File: src/rtl/btpc_pkg.sv
// btpc_pkg: shared types, widths and constants of the pressure/temperature
// compensation block. Used by every module of the block; depends on nothing.
package btpc_pkg;

   // field widths
   localparam int RAW_W  = 20;
   localparam int TEMP_W = 16;
   localparam int PRES_W = 25;
   localparam int CAL_W  = 16;

   // configuration port
   localparam int CSR_INDEX_W = 2;
   localparam int CSR_DATA_W  = 64;
   localparam logic [CSR_INDEX_W-1:0] CSR_CALIB_TEMP    = 2'd0;
   localparam logic [CSR_INDEX_W-1:0] CSR_CALIB_PRESS_A = 2'd1;
   localparam logic [CSR_INDEX_W-1:0] CSR_CALIB_PRESS_B = 2'd2;
   localparam logic [CSR_INDEX_W-1:0] CSR_CALIB_PRESS_C = 2'd3;

   // datapath widths
   localparam int D_W    = 21;   // at - 16*T1
   localparam int N_W    = 58;   // temperature sum numerator
   localparam int TQ_W   = 21;   // rounded temperature before saturation
   localparam int U_W    = 24;   // truncated temperature minus offset
   localparam int POLY_W = 62;   // D, E, F terms
   localparam int MAG_W  = 61;   // magnitudes of D and F
   localparam int NUM_W  = 74;   // |F| * 6250
   localparam int DEN_W  = 77;   // P1 * |D|
   localparam int NUM_SHIFT = 40;
   localparam int Q_W    = 47;   // quotient magnitude
   localparam int QS_W   = 48;   // signed quotient
   localparam int REM_W  = 124;  // divider remainder
   localparam int SQ_W   = 94;   // quotient squared
   localparam int Z_W    = 112;  // final pressure polynomial
   localparam int Z_SHIFT = 59;

   localparam logic signed [TQ_W-1:0]  TEMP_OFFSET = 21'sd3200;
   localparam logic signed [TEMP_W-1:0] TEMP_MAX   = 16'sh7FFF;
   localparam logic signed [TEMP_W-1:0] TEMP_MIN   = 16'sh8000;
   localparam logic [U_W-1:0]  U_OFFSET  = 24'd128000;
   localparam logic [13:0]     PRES_SCALE = 14'd6250;
   localparam logic [Q_W-1:0]  Q_MAX     = {Q_W{1'b1}};
   localparam logic [PRES_W-1:0] PRES_MAX = {PRES_W{1'b1}};
   localparam logic [Z_W-1:0]  Z_HALF    = Z_W'(1) << (Z_SHIFT - 1);

   typedef struct packed {
      logic [CAL_W-1:0] t1;
      logic [CAL_W-1:0] t2;
      logic [CAL_W-1:0] t3;
      logic [CAL_W-1:0] p1;
      logic [CAL_W-1:0] p2;
      logic [CAL_W-1:0] p3;
      logic [CAL_W-1:0] p4;
      logic [CAL_W-1:0] p5;
      logic [CAL_W-1:0] p6;
      logic [CAL_W-1:0] p7;
      logic [CAL_W-1:0] p8;
      logic [CAL_W-1:0] p9;
   } calib_type;

   // front end result, one queue entry
   typedef struct packed {
      logic signed [TEMP_W-1:0] temp;
      logic                     tflag;
      logic [NUM_W-1:0]         nm;
      logic [DEN_W-1:0]         den;
      logic                     neg;
      logic                     zero;
   } front_rec_type;

   // side data travelling with the divider and the pressure polynomial
   typedef struct packed {
      logic signed [TEMP_W-1:0] temp;
      logic                     tflag;
      logic                     neg;
      logic                     ovf;
      logic                     zero;
   } side_type;

endpackage

File: src/rtl/btpc_queue.sv
// btpc_queue: small register queue between the front and back pipelines.
// Depends on btpc_pkg for the entry type.
module btpc_queue #(
   parameter int DEPTH = 4
) (
   input  logic                    clock,
   input  logic                    reset,
   input  logic                    push,
   input  btpc_pkg::front_rec_type push_data,
   output logic                    full,
   input  logic                    pop,
   output logic                    head_valid,
   output btpc_pkg::front_rec_type head_data
);

   localparam int PTR_W = $clog2(DEPTH);
   localparam int CNT_W = $clog2(DEPTH + 1);

   btpc_pkg::front_rec_type entry_ff [DEPTH];
   logic [PTR_W-1:0] wr_ptr_ff, rd_ptr_ff;
   logic [CNT_W-1:0] count_ff;

   assign full       = (count_ff == CNT_W'(DEPTH));
   assign head_valid = (count_ff != '0);
   assign head_data  = entry_ff[rd_ptr_ff];

   function automatic logic [PTR_W-1:0] next_ptr(input logic [PTR_W-1:0] p);
      next_ptr = (p == PTR_W'(DEPTH - 1)) ? '0 : p + PTR_W'(1);
   endfunction

   always_ff @(posedge clock) begin
      if (reset) begin
         wr_ptr_ff <= '0;
         rd_ptr_ff <= '0;
         count_ff  <= '0;
      end else begin
         if (push) wr_ptr_ff <= next_ptr(wr_ptr_ff);
         if (pop)  rd_ptr_ff <= next_ptr(rd_ptr_ff);
         if (push && !pop) count_ff <= count_ff + CNT_W'(1);
         else if (pop && !push) count_ff <= count_ff - CNT_W'(1);
      end
   end

   always_ff @(posedge clock) begin
      if (push) entry_ff[wr_ptr_ff] <= push_data;
   end

endmodule

File: config.mk
export PLATFORM = sky130hd
export DESIGN_NAME = btpc_queue
export DESIGN_NICKNAME = d
export VERILOG_FILES = /design/src/rtl/btpc_pkg.sv /design/src/rtl/btpc_queue.sv
export SDC_FILE = /design/constraint.sdc
export NUM_CORES = 1
export LEC_CHECK = 0
export CAP_MARGIN = 5
export CORE_MARGIN = 2
export CORE_UTILIZATION = 52
export DETAILED_ROUTE_END_ITERATION = 12
export DONT_BUFFER_PORTS = 1
export GPL_ROUTABILITY_DRIVEN = 0
export GPL_TIMING_DRIVEN = 0
export PLACE_DENSITY = 0.64
export SLEW_MARGIN = 20
export SYNTH_ARGS = -nofsm -noshare
export SYNTH_HDL_FRONTEND = slang
export SYNTH_SLANG_ARGS = --single-unit
File: constraint.sdc
create_clock -name clock -period 17.55 [get_ports clock]
set_input_delay 3.51 -clock clock [delete_from_list [all_inputs] [get_ports clock]]
set_output_delay 3.51 -clock clock [all_outputs]
set_load 0.01 [all_outputs]
## Word-level counts from Yosys, hierarchy flattened

Memories as Yosys holds them, arrays and structs flattened. A register that Yosys moved wholly into a read port is not among the register bits.
Index checks and enable logic that the tools add are counted.

| storage, ports and cells | value |
|---|---|
| register bits | 7 |
| memory bits (writable) | 680 |
| input port bits | 174 |
| word-level logic and storage cells | 25 |
| memories | 1 |

Memory list:

| memory | depth | width | read ports | clocked after Yosys merged registers in | write ports | RTL line | RTL |
|---|---|---|---|---|---|---|---|
| entry_ff | 4 | 170 | 1 | 1 | 1 | btpc_queue.sv:19 | `btpc_pkg::front_rec_type entry_ff [DEPTH];` |

| cells by class | value |
|---|---|
| $add $sub $neg | 4 |
| eq/ne operators | 3 |
| mux-type cells | 8 |
| reductions and logical operators | 6 |

Operators by type and width:

| cell | number |
|---|---|
| 2-to-1 mux 2 bit | 4 |
| 2-to-1 mux 3 bit | 2 |
| adder 2 x 1 -> 2 bit, second input constant | 2 |
| equality test 2 bit, second input constant | 2 |
| adder 3 x 1 -> 3 bit, second input constant | 1 |
| equality test 3 bit, second input constant | 1 |
| nonzero test 3 bit | 1 |
| subtractor 3 x 1 -> 3 bit, second input constant | 1 |
| logical AND 1 bit | 2 |
| zero test 1 bit | 2 |
| 2-to-1 mux 1 bit | 2 |
| nonzero test 2 bit | 1 |

## Longest topological paths before layout

| logic depth | value |
|---|---|
| depth after elaboration | 4 |
| depth in mapped cells | 7 |
| mapped depth without buffers | 7 |

## Worst setup path after synthesis

No wires, ideal clock.

| timing | value |
|---|---|
| path kind | input to register |
| from | input push |
| to | memory entry_ff[0][0] in the netlist's numbering, enable pin |
| setup time | 0.550 ns |
| data arrival time | 7.379 ns |
| required time | 17.000 ns |
| path slack | 9.621 ns |
| stages on the path | 1 |
| buffers on the path | 0 |
| cells stage by stage | and2_1 |

| between the ends | value |
|---|---|
| word-level cells in the longest chain between the ends | 2 |

RTL lines:

| what | RTL line | RTL |
|---|---|---|
| start, declared | btpc_queue.sv:8 | `input logic push,` |
| 2-to-1 mux 1 bit | btpc_queue.sv:45 | `if (push) entry_ff[wr_ptr_ff] <= push_data;` |
| 2-to-1 mux 1 bit (not written as such) | btpc_queue.sv:45 |  |
| end, declared | btpc_queue.sv:19 |  |

No other way between the ends.

==> reports/qor.csv <==
stage;metric;value;unit
run_status;run status;complete, no violations;
synthesis;Syn. warnings;0;
setup_path;crit end category;primary output;
global_routing;GR Layer Usage met2;28.91;%
timing;slew margin rel.;53.13;%
cells_and_area;nets@finish;1201;
clocking;Hold-fix buffers, CTS;0;
cells_and_area;ANT cells;0;
global_routing;first-pass GRT wire length;67740;µm
placement;DP Wirelength;28930;µm
clocking;worst-skew pair later-pin latency;0.59;ns
synthesis;Cell variety after synth;17;
timing;Tmin final;5.860;ns
timing;Worst-Margin Slew;0.7031;ns
setup_path;most frequent cell on the critical path;buf_2;
setup_path;internal reg-to-reg setup slack;15.23;ns
setup_path;critical path's largest stage delay;0.45;ns
cells_and_area;layout cells sized above 1;29.73;%
synthesis;synthesized flop and latch total;689;
route;routed via count;9846;
setup_path;Startpoint Class;flip-flop;
placement;number of cells after detailed placement;1563;
timing;Final Hold Vio Count;0;
cells_and_area;fin cells;1688;
global_routing;vias in the first global route;10510;
clocking;Post-CTS Setup Inserts;0;
route;drt first pass iters;4;
route;drt total wl;46020;µm
route;First DRT Iteration DRCs;762;
clocking;CTS tree;built;
clocking;Root Buffer;clkbuf_16;
global_routing;largest net degree at the start of global routing;46;
route;DR vias/cell;5.833;
floorplanning;Initial Util;52.47;%
setup_path;CP Class;flip-flop to primary output;
cells_and_area;Layout Utilization;59.56;%
placement;Area after DPL;26110;µm²
clocking;Clock Sinks;689;
timing;Max Clock Skew;0.01408;ns
timing;Fin Setup TNS;0;ns
floorplanning;die area;49740;µm²
route;DRC Markers;0;
setup_path;Crit path buffers/inverters;3;
clocking;htree depth;3;
setup_path;CP cell instances;buf_2 -> buf_2 -> buf_2 -> mux4_2;
timing;Achievable Freq;0.1706;GHz
floorplanning;Core Area;47550;µm²
synthesis;Post-Syn Nets;1113;
cells_and_area;most frequent cells in the layout;edfxtp_1 (680), mux4_2 (170), clkbuf_16 (73);
global_routing;Global Route Usage Sum;18.79;%
floorplanning;Std-Cell Rows;80;
synthesis;Syn Inst Count;932;
clocking;post-CTS sizing;0;
run;Max-Cap Viols;0;
synthesis;mean post-synth cell area;26.77;µm²
global_routing;gr ovfl total;0;
setup_path;Crit path max-delay family;buffers and inverters;
clocking;clock-pin slew on the worst setup and hold paths;0.06;ns
synthesis;sequential area share after synthesis;82.58;%
route;Routed WL per cell;27.26;µm
floorplanning;# IOs;346;
clocking;clock buffer depth;3;
setup_path;CP max stage cell;mux4_2;
timing;setup violators final;0;
synthesis;async set-reset flop share out of synthesis;0;%
route;post-route ant nets;0;
synthesis;number of enable flip-flop cells after synthesis;680;
floorplanning;Die Y;223.0;µm
placement;Port Buffers;0;
synthesis;area of the mapped netlist;24950;µm²
synthesis;ys flop type;edfxtp_1;
pwr;overall power;3.560;mW
global_routing;M1 GR Usage;23.39;%
floorplanning;Die X;223.0;µm
min_path;HP Class;flip-flop to flip-flop;
clocking;total CTS buffers;70;
setup_path;CP required;14.04;ns
timing;unrepaired setup endpoints after global routing;no;
global_routing;met3 Usage GRT;9.245;%
global_routing;GR peak layer;met2;
cells_and_area;leading cell type in the layout, fill and taps excluded;edfxtp_1;
timing;fin. max-slew vios;0;
cells_and_area;Area Overhead vs Synth;13.51;%
timing;crit share post-route;33.39;%
pwr;Worst VDD drop;78.01;µV
setup_path;worst-path maximum fanout;10;
pwr;leak pwr;8.823;nW
setup_path;Arr. time, crit path;2.35;ns
cells_and_area;fin area;28320;µm²
pwr;Pwr Density;125.7;nW/µm²
global_routing;initial antenna violation count;0;
## through the flow
stage                     hold WS (ns)  setup slack (ns)
after floorplan                 0.4553             9.621
after global placement          0.4727             6.371
after detailed placement        0.4994             12.19
after CTS                       0.5066             11.56
after global routing            0.5319             11.52
final                           0.5089             11.69
## worst reg2reg max path: cells and delay by family (launching register included)
kind,cells,cell delay [ns]
buf+inv,3,0.81
simple gates,1,0.60
fa+ha+maj,1,0.17
flops,1,0.39
## routing by layer
| metal | routed length (µm) | share of wire [%] | up-vias |
|---|---|---|---|
| met1 | 17500 | 38 | 5219 |
| li1 | - | - | 4218 |
| met3 | 5317 | 12 | 61 |
| met2 | 22230 | 48 | 348 |
| met4 | 968 | 2.1 | 0 |
| met5 | 0 | 0 | - |
## worst paths after layout
| path | cells after the start | to | from |
|---|---|---|---|
| setup / recovery | 4 | head_data[140] | flip-flop |
| hold / removal | 2 | count_ff[2] | count_ff[2] |
| setup reg to reg | 5 | entry_ff[1][134] | wr_ptr_ff[0] |
| hold reg to reg | 2 | count_ff[2] | count_ff[2] |
## final cells by class
type                    count  area, µm²
inverters                   4      15.01
multi-input cells         201       4085
clock inverters            36      304.0
flip-flops and latches    689      20600
plain buffers              38      256.5
repair buffers             16      380.4
well taps                 615      769.5
clock buffers              89       1907
fillers                  3230      19230
## flip-flops by register name, summed over array words and instances, names as in the netlist, named ones only
signal,flops
wr_ptr_ff,2
count_ff,3
rd_ptr_ff,2
entry_ff,680
## report_power, final
part,internal [mW],switching (mW),leakage [nW],total (mW)
Clock,0.842,0.576,1.09,1.42
Sequential,1.89,0.0147,6.32,1.90
Combinational,0.0965,0.143,1.41,0.240
## logic make-up (layout without fill, tap and decap cells)
family | count (synthesis) | in the layout | share of synthesized area [%]
AO/OA/AOI/OAI | 3 | 3 | 0.06017
XOR/XNOR | 2 | 2 | 0.07023
adder cells (fa/ha/maj) | 7 | 7 | 0.3812
buffers and inverters | 42 | 183 | 1.088
flip-flops | 689 | 689 | 82.58
multiplexers | 174 | 174 | 15.51
AND/OR/NAND/NOR | 15 | 15 | 0.3160
## cell usage after synthesis (4+ instances only)
master | instances | area share [%]
clkbuf_1 | 7 | 0.11
buf_2 | 19 | 0.38
ha_1 | 6 | 0.30
and2_1 | 4 | 0.10
edfxtp_1 | 680 | 82
nor2_1 | 7 | 0.11
inv_1 | 4 | 0.060
buf_6 | 12 | 0.54
mux4_2 | 170 | 15
mux2i_1 | 4 | 0.16
dfxtp_1 | 9 | 0.72
Note: power is estimated with default switching activity, not from simulation.
